[src/sv/bvf_pkg.sv]
// Shared types, constants and command structures of the beam line vertex filter.
package bvf_pkg;

  localparam int MAX_TRACKS_DEF = 64;
  localparam int CFG_W          = 31;
  localparam int CNT_W          = 7;
  localparam int DIV_STEPS      = 35;

  localparam logic [CFG_W-1:0] THR_RST = 31'd196608;
  localparam logic [CFG_W-1:0] RAD_RST = 31'd1638400;
  localparam logic [CNT_W-1:0] MAX_RST = 7'd5;

  typedef enum logic [1:0] {
    REG_LINE_DIST  = 2'd0,
    REG_RADIUS     = 2'd1,
    REG_MAX_CAND   = 2'd2
  } reg_idx_t;

  typedef struct packed {
    logic               event_start;
    logic               has_fit;
    logic [7:0]         track_id;
    logic signed [31:0] point_x;
    logic signed [31:0] point_y;
    logic signed [31:0] point_z;
    logic signed [31:0] dir_x;
    logic signed [31:0] dir_y;
    logic signed [31:0] dir_z;
  } bvf_in_t;

  typedef struct packed {
    logic [7:0]         out_track_id;
    logic signed [31:0] vertex_x;
    logic signed [31:0] vertex_y;
    logic signed [31:0] vertex_z;
  } bvf_out_t;

  typedef enum logic [1:0] {
    S_IDLE,
    S_CALC,
    S_DIV,
    S_FIN
  } state_t;

  // Multiplier operand sources
  typedef enum logic [3:0] {
    OP_PX, OP_PY, OP_EX, OP_EY, OP_EZ, OP_THR, OP_RAD,
    OP_S, OP_C, OP_P, OP_T2, OP_R4
  } op_t;

  // Accumulator store targets
  typedef enum logic [3:0] {
    ST_S, ST_PR0, ST_PR1, ST_PR2, ST_PR3, ST_T2, ST_R4,
    ST_C2, ST_LT1, ST_LT2
  } st_dst_t;

  typedef enum logic [1:0] {
    V_X, V_Y, V_Z
  } vdst_t;

  typedef struct packed {
    logic    load;
    logic    mac_en;
    logic    mac_clr;
    op_t     a_sel;
    logic    a_hi;
    op_t     b_sel;
    logic    b_hi;
    logic [1:0] sh;
    logic    st_en;
    st_dst_t st_dst;
    logic    form_cp;
    logic    div_start;
    logic    div_step;
    logic    vwr_en;
    vdst_t   vdst;
    logic    out_load;
  } cmd_t;

  typedef struct packed {
    logic s_zero;
    logic lt1;
    logic lt2;
  } status_t;

endpackage

[src/sv/bvf_ctrl.sv]
// Controller: sequencer for the shared multiplier and divider, event bookkeeping.
module bvf_ctrl #(
  parameter int MAX_TRACKS = bvf_pkg::MAX_TRACKS_DEF
) (
  input  logic                      clk,
  input  logic                      rst_n,
  input  logic                      in_valid,
  output logic                      in_stall,
  input  logic                      event_start,
  input  logic                      has_fit,
  input  logic [7:0]                track_id,
  input  logic [bvf_pkg::CNT_W-1:0] max_cand,
  input  logic                      out_stall,
  output logic                      out_valid,
  output bvf_pkg::cmd_t             cmd,
  input  bvf_pkg::status_t          st
);
  import bvf_pkg::*;

  localparam int IDX_W = (MAX_TRACKS > 1) ? $clog2(MAX_TRACKS) : 1;
  localparam int PC_W  = 6;
  localparam int DC_W  = $clog2(DIV_STEPS);
  localparam logic [PC_W-1:0] PC_SZERO  = 6'd8;
  localparam logic [PC_W-1:0] PC_DECIDE = 6'd23;
  localparam logic [PC_W-1:0] PC_LAST   = 6'd33;

  state_t                state_r, state_nxt;
  logic [PC_W-1:0]       pc_r, pc_nxt;
  logic [DC_W-1:0]       dcnt_r, dcnt_nxt;
  logic [MAX_TRACKS-1:0] seen_r, seen_nxt;
  logic [CNT_W-1:0]      count_r, count_nxt;
  logic [IDX_W-1:0]      idx_r, idx_nxt;
  logic                  out_valid_r, out_valid_nxt;
  logic                  accept, in_range, pass, run;

  assign in_stall  = (state_r != S_IDLE);
  assign out_valid = out_valid_r;
  assign accept    = in_valid && !in_stall;
  assign in_range  = ({1'b0, track_id} < 9'(MAX_TRACKS));
  assign run       = has_fit && in_range;
  assign pass      = st.lt1 && st.lt2 && !seen_r[idx_r] && (count_r < max_cand);

  function automatic cmd_t mul(input cmd_t c, input op_t a, input logic ah, input op_t b,
                               input logic bh, input logic clr, input logic [1:0] sh);
    cmd_t r;
    r         = c;
    r.mac_en  = 1'b1;
    r.mac_clr = clr;
    r.a_sel   = a;
    r.a_hi    = ah;
    r.b_sel   = b;
    r.b_hi    = bh;
    r.sh      = sh;
    return r;
  endfunction

  function automatic cmd_t store(input cmd_t c, input st_dst_t d);
    cmd_t r;
    r        = c;
    r.st_en  = 1'b1;
    r.st_dst = d;
    return r;
  endfunction

  // Next state
  always_comb begin
    state_nxt = state_r;
    case (state_r)
      S_IDLE: begin
        if (accept && run) state_nxt = S_CALC;
      end
      S_CALC: begin
        if (pc_r == PC_SZERO && st.s_zero) state_nxt = S_IDLE;
        else if (pc_r == PC_DECIDE && !pass) state_nxt = S_IDLE;
        else if (pc_r == 6'd24 || pc_r == 6'd28 || pc_r == 6'd32) state_nxt = S_DIV;
        else if (pc_r == PC_LAST) state_nxt = S_FIN;
      end
      S_DIV: begin
        if (dcnt_r == DC_W'(DIV_STEPS - 1)) state_nxt = S_CALC;
      end
      S_FIN: begin
        if (!out_valid_r || !out_stall) state_nxt = S_IDLE;
      end
      default: state_nxt = S_IDLE;
    endcase
  end

  // Command outputs
  always_comb begin
    cmd        = '0;
    cmd.a_sel  = OP_PX;
    cmd.b_sel  = OP_PX;
    cmd.st_dst = ST_S;
    cmd.vdst   = V_X;
    case (state_r)
      S_IDLE: cmd.load = accept;
      S_DIV:  cmd.div_step = 1'b1;
      S_FIN:  cmd.out_load = !out_valid_r || !out_stall;
      S_CALC: begin
        case (pc_r)
          6'd0:  cmd = mul(cmd, OP_EX, 1'b0, OP_EX, 1'b0, 1'b1, 2'd0);
          6'd1:  cmd = mul(cmd, OP_EY, 1'b0, OP_EY, 1'b0, 1'b0, 2'd0);
          6'd2:  cmd = mul(cmd, OP_PX, 1'b0, OP_EY, 1'b0, 1'b1, 2'd0);
          6'd3:  cmd = mul(store(cmd, ST_S), OP_PY, 1'b0, OP_EX, 1'b0, 1'b1, 2'd0);
          6'd4:  cmd = mul(store(cmd, ST_PR0), OP_PX, 1'b0, OP_EX, 1'b0, 1'b1, 2'd0);
          6'd5:  cmd = mul(store(cmd, ST_PR1), OP_PY, 1'b0, OP_EY, 1'b0, 1'b1, 2'd0);
          6'd6:  cmd = mul(store(cmd, ST_PR2), OP_THR, 1'b0, OP_THR, 1'b0, 1'b1, 2'd0);
          6'd7:  cmd = mul(store(cmd, ST_PR3), OP_RAD, 1'b0, OP_RAD, 1'b0, 1'b1, 2'd0);
          6'd8: begin
            cmd         = store(cmd, ST_T2);
            cmd.form_cp = 1'b1;
          end
          6'd9:  cmd = mul(store(cmd, ST_R4), OP_C, 1'b0, OP_C, 1'b0, 1'b1, 2'd0);
          6'd10: cmd = mul(cmd, OP_C, 1'b0, OP_C, 1'b1, 1'b0, 2'd1);
          6'd11: cmd = mul(cmd, OP_C, 1'b1, OP_C, 1'b0, 1'b0, 2'd1);
          6'd12: cmd = mul(cmd, OP_C, 1'b1, OP_C, 1'b1, 1'b0, 2'd2);
          6'd13: cmd = mul(cmd, OP_T2, 1'b0, OP_S, 1'b0, 1'b1, 2'd0);
          6'd14: cmd = mul(store(cmd, ST_C2), OP_T2, 1'b0, OP_S, 1'b1, 1'b0, 2'd1);
          6'd15: cmd = mul(cmd, OP_T2, 1'b1, OP_S, 1'b0, 1'b0, 2'd1);
          6'd16: cmd = mul(cmd, OP_T2, 1'b1, OP_S, 1'b1, 1'b0, 2'd2);
          6'd17: cmd = mul(cmd, OP_R4, 1'b0, OP_S, 1'b0, 1'b1, 2'd0);
          6'd18: cmd = mul(store(cmd, ST_LT1), OP_R4, 1'b0, OP_S, 1'b1, 1'b0, 2'd1);
          6'd19: cmd = mul(cmd, OP_R4, 1'b1, OP_S, 1'b0, 1'b0, 2'd1);
          6'd20: cmd = mul(cmd, OP_R4, 1'b1, OP_S, 1'b1, 1'b0, 2'd2);
          6'd21: cmd = mul(cmd, OP_EY, 1'b0, OP_C, 1'b0, 1'b1, 2'd0);
          6'd22: cmd = mul(store(cmd, ST_LT2), OP_EY, 1'b0, OP_C, 1'b1, 1'b0, 2'd1);
          6'd24: cmd.div_start = 1'b1;
          6'd25: begin
            cmd        = mul(cmd, OP_EX, 1'b0, OP_C, 1'b0, 1'b1, 2'd0);
            cmd.vwr_en = 1'b1;
            cmd.vdst   = V_X;
          end
          6'd26: cmd = mul(cmd, OP_EX, 1'b0, OP_C, 1'b1, 1'b0, 2'd1);
          6'd28: cmd.div_start = 1'b1;
          6'd29: begin
            cmd        = mul(cmd, OP_EZ, 1'b0, OP_P, 1'b0, 1'b1, 2'd0);
            cmd.vwr_en = 1'b1;
            cmd.vdst   = V_Y;
          end
          6'd30: cmd = mul(cmd, OP_EZ, 1'b0, OP_P, 1'b1, 1'b0, 2'd1);
          6'd32: cmd.div_start = 1'b1;
          6'd33: begin
            cmd.vwr_en = 1'b1;
            cmd.vdst   = V_Z;
          end
          default: cmd.mac_en = 1'b0;
        endcase
      end
      default: cmd.load = 1'b0;
    endcase
  end

  // Program counter, divider count, event bookkeeping and result flag
  always_comb begin
    pc_nxt        = pc_r;
    dcnt_nxt      = dcnt_r;
    seen_nxt      = seen_r;
    count_nxt     = count_r;
    idx_nxt       = idx_r;
    out_valid_nxt = out_valid_r;
    if (out_valid_r && !out_stall) out_valid_nxt = 1'b0;
    case (state_r)
      S_IDLE: begin
        pc_nxt = '0;
        if (accept) begin
          idx_nxt = track_id[IDX_W-1:0];
          if (event_start) begin
            seen_nxt  = '0;
            count_nxt = '0;
          end
        end
      end
      S_CALC: begin
        pc_nxt   = pc_r + 1'b1;
        dcnt_nxt = '0;
        if (pc_r == PC_DECIDE && pass) begin
          seen_nxt[idx_r] = 1'b1;
          count_nxt       = count_r + 1'b1;
        end
      end
      S_DIV:  dcnt_nxt = dcnt_r + 1'b1;
      S_FIN: begin
        if (!out_valid_r || !out_stall) out_valid_nxt = 1'b1;
      end
      default: pc_nxt = '0;
    endcase
  end

  always_ff @(posedge clk) begin
    if (!rst_n) begin
      state_r     <= S_IDLE;
      pc_r        <= '0;
      dcnt_r      <= '0;
      seen_r      <= '0;
      count_r     <= '0;
      idx_r       <= '0;
      out_valid_r <= 1'b0;
    end else begin
      state_r     <= state_nxt;
      pc_r        <= pc_nxt;
      dcnt_r      <= dcnt_nxt;
      seen_r      <= seen_nxt;
      count_r     <= count_nxt;
      idx_r       <= idx_nxt;
      out_valid_r <= out_valid_nxt;
    end
  end

endmodule

[config.mk]
export PLATFORM = sky130hd
export DESIGN_NAME = bvf_ctrl
export DESIGN_NICKNAME = d
export VERILOG_FILES = /design/src/sv/bvf_pkg.sv /design/src/sv/bvf_ctrl.sv
export SDC_FILE = /design/constraint.sdc
export NUM_CORES = 1
export LEC_CHECK = 0
export ABC_AREA = 1
export BUFFER_PORTS_ARGS = -buffer_cell sky130_fd_sc_hd__buf_2
export CAP_MARGIN = 20
export CORE_ASPECT_RATIO = 0.9
export CORE_MARGIN = 2
export CORE_UTILIZATION = 55
export CTS_CLUSTER_DIAMETER = 80
export DETAILED_ROUTE_END_ITERATION = 10
export GPL_ROUTABILITY_DRIVEN = 0
export PLACE_DENSITY = 0.75
export SYNTH_ARGS = -nofsm -noshare
export SYNTH_HDL_FRONTEND = slang
export SYNTH_SLANG_ARGS = --single-unit
[constraint.sdc]
create_clock -name clk -period 4.7 [get_ports clk]
set_clock_uncertainty 0.1 [all_clocks]
set_input_delay 0.94 -clock clk [delete_from_list [all_inputs] [get_ports clk]]
set_output_delay 0.94 -clock clk [all_outputs]
set_load 0.1 [all_outputs]
==> results_dict.tcl, run 1 <==
set metrics [dict create \
    antenna_cells 0 \
    wl_um 14400 \
    internal-power_w 0.00139 \
    cts_buffer_depth 2 \
    yosys-top-cells-area "dfxtp_1 34%, nand2_1 12%, nor2_1 9.2%, a21oi_1 9.0%, nand3_1 8.9%" \
    grt_pass1_wl_um 24200 \
    p_sw_w 0.00123 \
    synthDominantAreaCellType "dfxtp_1" \
    yosysSeqAreaShare_pct 33.5 \
    synth.distinct_cells 40 \
    die_w_um 109 \
    syn_to_final_growth_pct 9.18 \
    grt-ovfl-total 0 \
    path_max_fanout 8 \
    drive_above_1_share_pct 8.79 \
    drt-vias-per-instance 5.53 \
    final_cell_mix "170 x nand2_1, 135 x nor2_1, 126 x inv_1" \
    finalPower_w 0.00262 \
    synth_nets 914 \
    status "finished, final reports clean" \
    grt_pass1_vias 5309 \
    setup_viol 0 \
    synth_edf_count 0 \
    numPortBuffers 52 \
    drc_errors 0 \
    hold_class "flop to flop" \
    post_drt_wl_per_cell_um 13.9 \
    netlist_area_mm2 0.00549 \
    ys.flop_type "dfxtp_1" \
    cts.sinks 92 \
    max_freq_mhz 270 \
    ys.warnings.count 0 \
    power_density_mw_per_mm2 438 \
    swShare_pct 46.9 \
    finalCritPeriodShare_pct 78.9 \
    rsz0062_at_grt "no" \
    grt_max_degree 53 \
    numCtsBuffers 9 \
    core_mm2 0.00970 \
    cts_tree "yes" \
    die_height_um 98.8 \
    num_rows 34 \
    p_comb_share_pct 43.5 \
    postCtsSetupRepairBufs 0 \
    clkTransAtPathRegs_ns 0.08 \
    nNetsFinal 946 \
    antenna_found_initial 0 \
    ant_nets 0 \
    avgSynthCellArea_um2 6.29 \
    synthArstFlopShare_pct 0 \
    htreeDepth 3 \
    timing.final.hold_violations 0 \
    seqPwrFrac_pct 32.6 \
    relSlewSlack_pct 50.3 \
    whs_ns 0.354 \
    hold_buffers 0 \
    mostFrequentLayoutCell "nand2_1" \
    instances_no_fill 1036 \
    place_ws_ns 1.41 \
    drv_cap 0 \
    ys_ff_latch 92 \
    crit_arrival_ns 2.67 \
    min_period_ns 3.71 \
    clk_latency_ns 0.37 \
    path_class "flop to output pin" \
    vias 5725 \
    initial_core_util_pct 56.6 \
    power_frac_clock_pct 23.9 \
    synthCells 873 \
    boundaryPins 53 \
    postLayoutSetupSlackWorst_ns 0.992 \
    setup.worst_path.end_class "output pin" \
    crit_path_start_kind "flop" \
    dp_cells 1020 \
    slew_viol_final 0 \
    reg2reg_depth 14 \
    peakVddDrop_mv 0.542 \
    yosys.area.top_type_share_pct 33.5 \
    tightest_slew_ns 0.743 \
    dpl.hpwl_um 9860 \
    dieArea_mm2 0.0108 \
    clockRootBuffer "clkbuf_8" \
    fin_setup_tns_ns 0 \
    cts_resized 0 \
    firstDrtPassIters 7 \
    leakagePower_nw 2.48 \
    critPathRequiredTime_ns 3.66 \
    drt_iter0_markers 544 \
    holdPathStages 2 \
    grt_use_total_pct 27.7 \
]
area by class of cell:
type	count	area, µm²
timing repair buffer	59	325
multi-input combinational	613	2950
inverter	130	488
fill	952	3700
clock inverter	5	100
sequential	92	1840
tap	126	158
clock buffer	11	131
sequential cells by signal, summed over array words and instances, names as in the netlist:
name       count
state_r        2
dcnt_r         6
pc_r           6
idx_r          6
count_r        7
out_valid      1
seen_r        64
cells in the mapped netlist, types with 2 or more instances:
cell type / number
nor3b_1: 5
dfxtp_1: 92
nand2_1: 170
a21oi_1: 99
nor3_1: 26
o21ai_1: 3
buf_2: 5
nand3_1: 98
inv_1: 126
buf_4: 2
nor2_1: 135
buf_6: 11
a41oi_1: 3
a311oi_1: 2
o21ai_0: 25
nand4_1: 4
ha_1: 17
clkbuf_1: 19
xor2_1: 2
nor4_1: 5
clkinv_1: 3
a22oi_1: 3
power groups by stage:
stage / logic (W) / registers, W / clock network (W)
detailed placement: 0.00112 / 0.000873 / 0
global placement: 0.00111 / 0.000872 / 0
CTS: 0.00112 / 0.000855 / 0.000635
global route: 0.00123 / 0.000862 / 0.000667
finish: 0.00114 / 0.000856 / 0.000628
floorplan: 0.000928 / 0.000862 / 0
per-layer routing:
layer / track usage, % / share of wire, %
met3: 4.96 / 6.3
met1: 35.8 / 44
met2: 45.8 / 47
met4: 10.7 / 2.5
met5: 0 / 0
logic make-up after synthesis:
family          Yosys count  share of synthesized area [%]
compound gates          147                           14.7
xor+xnor                  3                          0.478
fa+ha+maj                17                           3.87
buf+inv                 168                           13.2
flops                    92                           33.5
simple gates            446                           34.2
worst max-delay path: stages (launching register included):
cell	delay, ns
dfxtp_1	0.39
nor2_1	0.34
inv_1	0.18
nor3_1	0.35
nor2_1	0.12
nand3_1	0.15
inv_1	0.05
nand4_1	0.07
nor2_1	0.05
a41oi_1	0.15
buf_2	0.45
worst paths after layout:
check	startpoint	end	slack, ns
hold reg to reg	seen_r[9]	seen_r[9]	0.35
setup / recovery	pc_r[2]	cmd[25]	0.99
setup reg to reg	idx_r[0]	seen_r[48]	1.27
hold / removal	seen_r[9]	seen_r[9]	0.35
stage by stage:
| stage | instance area (µm²) | utilization (%) |
|---|---|---|
| after global placement | 5770 | 59.4 |
| after floorplan | 5500 | - |
| after detailed placement | 5770 | 59.4 |
| final | 6000 | 61.8 |
| after CTS | 6000 | 61.8 |
| after global routing | 6000 | 61.8 |
Note: power is estimated with default switching activity, not from simulation.
==> run 2, diff against run 1 <==
- ABC_AREA: 1 -> 0
- CORE_UTILIZATION: 55 -> 54
- PLACE_DENSITY: 0.75 -> 0.77
- clock period: 4.7 -> 3.06 ns (I/O delays scaled with it)
==> results_dict.tcl, run 2 <==
set metrics [dict create \
    status "finished with violations" \
    violations "setup timing" \
    firstDrtPassIters 6 \
    ys.flop_type "dfxtp_1" \
    synthCells 649 \
    synth_commonest_cells "92 x dfxtp_1, 65 x nor4_1, 65 x o21a_1, 49 x nand2_1, 44 x clkbuf_1" \
    peakVddDrop_mv 0.312 \
    postLayoutSetupSlackWorst_ns -0.266 \
    min_period_ns 3.33 \
    cts_tree "yes" \
    drt-vias-per-instance 6.41 \
    mostFrequentLayoutCell "dfxtp_1" \
    power_density_mw_per_mm2 502 \
    path_max_fanout 8 \
    internal-power_w 0.00211 \
    drc_errors 0 \
    initial_core_util_pct 55.3 \
    path_class "flop to output pin" \
    synth.distinct_cells 65 \
    synthDominantAreaCellType "dfxtp_1" \
    grt-ovfl-total 0 \
    grt_pass1_vias 5124 \
    reg2reg_depth 9 \
    crit_arrival_ns 2.61 \
    dpl.hpwl_um 10900 \
    boundaryPins 53 \
    num_rows 34 \
    finalCritPeriodShare_pct 109 \
    avgSynthCellArea_um2 8.23 \
    largest_register_ffs 64 \
    drt_iter0_markers 621 \
    swShare_pct 39.5 \
    place_ws_ns -0.0943 \
    numCtsBuffers 9 \
    cts.sinks 92 \
    syn_to_final_growth_pct 29.7 \
    crit_path_start_kind "flop" \
    post_drt_wl_per_cell_um 18.6 \
    timing.final.hold_violations 0 \
    core_mm2 0.00966 \
    die_w_um 109 \
    dieArea_mm2 0.0107 \
    power_frac_clock_pct 23.9 \
    postPlaceCellArea_mm2 0.00650 \
    rrSetupSlack_ns 0.14 \
    r2r_end "seen_r[9]" \
    setup_viol 19 \
    yosys.area.top_type_share_pct 34.5 \
    vias 5392 \
    seqPwrFrac_pct 36.4 \
    critPathRequiredTime_ns 2.35 \
    htreeDepth 3 \
    largest_register "seen_r" \
    wl_um 15700 \
    reg_top3 "seen_r (64), count_r (7)" \
    netlist_area_mm2 0.00534 \
    relSlewSlack_pct 46.8 \
    grt_use_total_pct 29.2 \
    drv_cap 0 \
    p_comb_share_pct 39.7 \
    ant_nets 0 \
    setup.worst_path.end_class "output pin" \
    grt_max_degree 64 \
    p_sw_w 0.00137 \
    die_height_um 98.4 \
    ys.warnings.count 0 \
    fin_area_mm2 0.00693 \
    r2r_start "idx_r[2]" \
    synth.most_common_cell "dfxtp_1" \
    nNetsFinal 752 \
    endpoint "cmd[22]" \
    leakagePower_nw 2.54 \
    final_cell_mix "88 x dfxtp_1, 64 x o21a_1, 63 x nor4_1" \
    critPathLaunch "pc_r[1]" \
    synthArstFlopShare_pct 0 \
    rsz0062_at_grt "yes" \
    drive_above_1_share_pct 27.0 \
    tightest_slew_ns 0.795 \
    numPortBuffers 52 \
    synth_edf_count 0 \
    yosys-top-cells-area "dfxtp_1 34%, o21a_1 9.1%, nor4_1 7.6%, ha_1 4.0%, nand2_1 3.4%" \
    synth_nets 690 \
    ys_ff_latch 92 \
    clockRootBuffer "clkbuf_8" \
    cts_buffer_depth 2 \
    grt_pass1_wl_um 24900 \
    antenna_found_initial 0 \
    clkTransAtPathRegs_ns 0.09 \
    antenna_cells 0 \
    hold_class "flop to flop" \
    clk_latency_ns 0.37 \
    yosysSeqAreaShare_pct 34.5 \
    max_freq_mhz 301 \
    slew_viol_final 0 \
]
run 2: cell types whose count changed after synthesis, moves of 16 or more:
cell      change
nor3_1       -20
a21oi_1      -63
nor2b_1      +16
nand3_1      -85
nor2_1      -103
nor4_1       +60
nand2_1     -121
inv_1       -104
clkbuf_1     +25
o21a_1       +64
run 2: how the worst min path moves through the flow:
stage	startpoint	end	slack (ns)	cells past startpoint
floorplan	seen_r[0]	seen_r[0]	0.33	1
global placement	seen_r[18]	seen_r[18]	0.34	1
detailed placement	seen_r[53]	seen_r[53]	0.35	1
CTS	seen_r[29]	seen_r[29]	0.37	1
global route	seen_r[29]	seen_r[29]	0.38	1
finish	seen_r[29]	seen_r[29]	0.36	1
run 2: cell families after synthesis:
kind of cell	after synthesis	synth area share, %
mux	25	4.96
buf+inv	86	6.60
xor+xnor	3	0.492
simple gates	234	24.0
fa+ha+maj	17	3.98
compound gates	192	25.5
flops	92	34.5
run 2: through the flow:
stage	setup TNS, ns	hold slack, ns	cells	total power (W)	utilization (%)
2_1_floorplan	-1.29	0.332	649	0.00217	-
3_3_place_gp	0	0.339	806	0.00253	67.3
3_5_place_dp	-1.82	0.351	806	0.00256	67.3
4_1_cts	-3.45	0.370	835	0.00342	71.0
5_1_grt	-5.32	0.377	841	0.00361	71.7
6_report	-4.49	0.365	841	0.00348	71.7
run 2: power groups by stage:
stage	Combinational (W)	Sequential, W	Clock [W]
floorplan	0.000904	0.00127	0
global placement	0.00124	0.00129	0
detailed placement	0.00126	0.00129	0
CTS	0.00132	0.00126	0.000830
global route	0.00145	0.00127	0.000881
finish	0.00138	0.00127	0.000831
run 2: cell type report:
type	count	area, µm²
well taps	126	158
repair buffers	114	1110
multi-input cells	471	3530
clock buffers	13	159
fillers	661	2730
inverters	23	88.8
clock inverters	2	35.0
flip-flops and latches	92	1850
run 2: routing by layer:
| layer | part of all wire [%] | vias up | global-route usage [%] |
|---|---|---|---|
| met5 | 0 | - | 0 |
| met4 | 2.5 | 0 | 12.2 |
| met3 | 8.2 | 53 | 8.48 |
| met2 | 46 | 240 | 45.4 |
| met1 | 43 | 2578 | 37.6 |
| li1 | - | 2521 | - |
run 2: worst max-delay path, stage by stage, from the launching register on:
cell     delay, ns
dfxtp_4       0.39
buf_6         0.12
ha_4          0.16
or3_4         0.39
nor3b_4       0.17
a31oi_1       0.18
o211a_1       0.20
nand2_2       0.10
nand2_8       0.13
buf_12        0.15
a21oi_4       0.05
buf_12        0.20
run 2: what timing repair did:
| item | in CTS | in global routing |
|---|---|---|
| hold buffers | 0 | 0 |
| setup endpoints to repair | 31 | 83 |
| resized for setup | 13 | 9 |
| pin swaps | 9 | 3 |
| setup buffers | 14 | 6 |
| gates cloned | 0 | 0 |
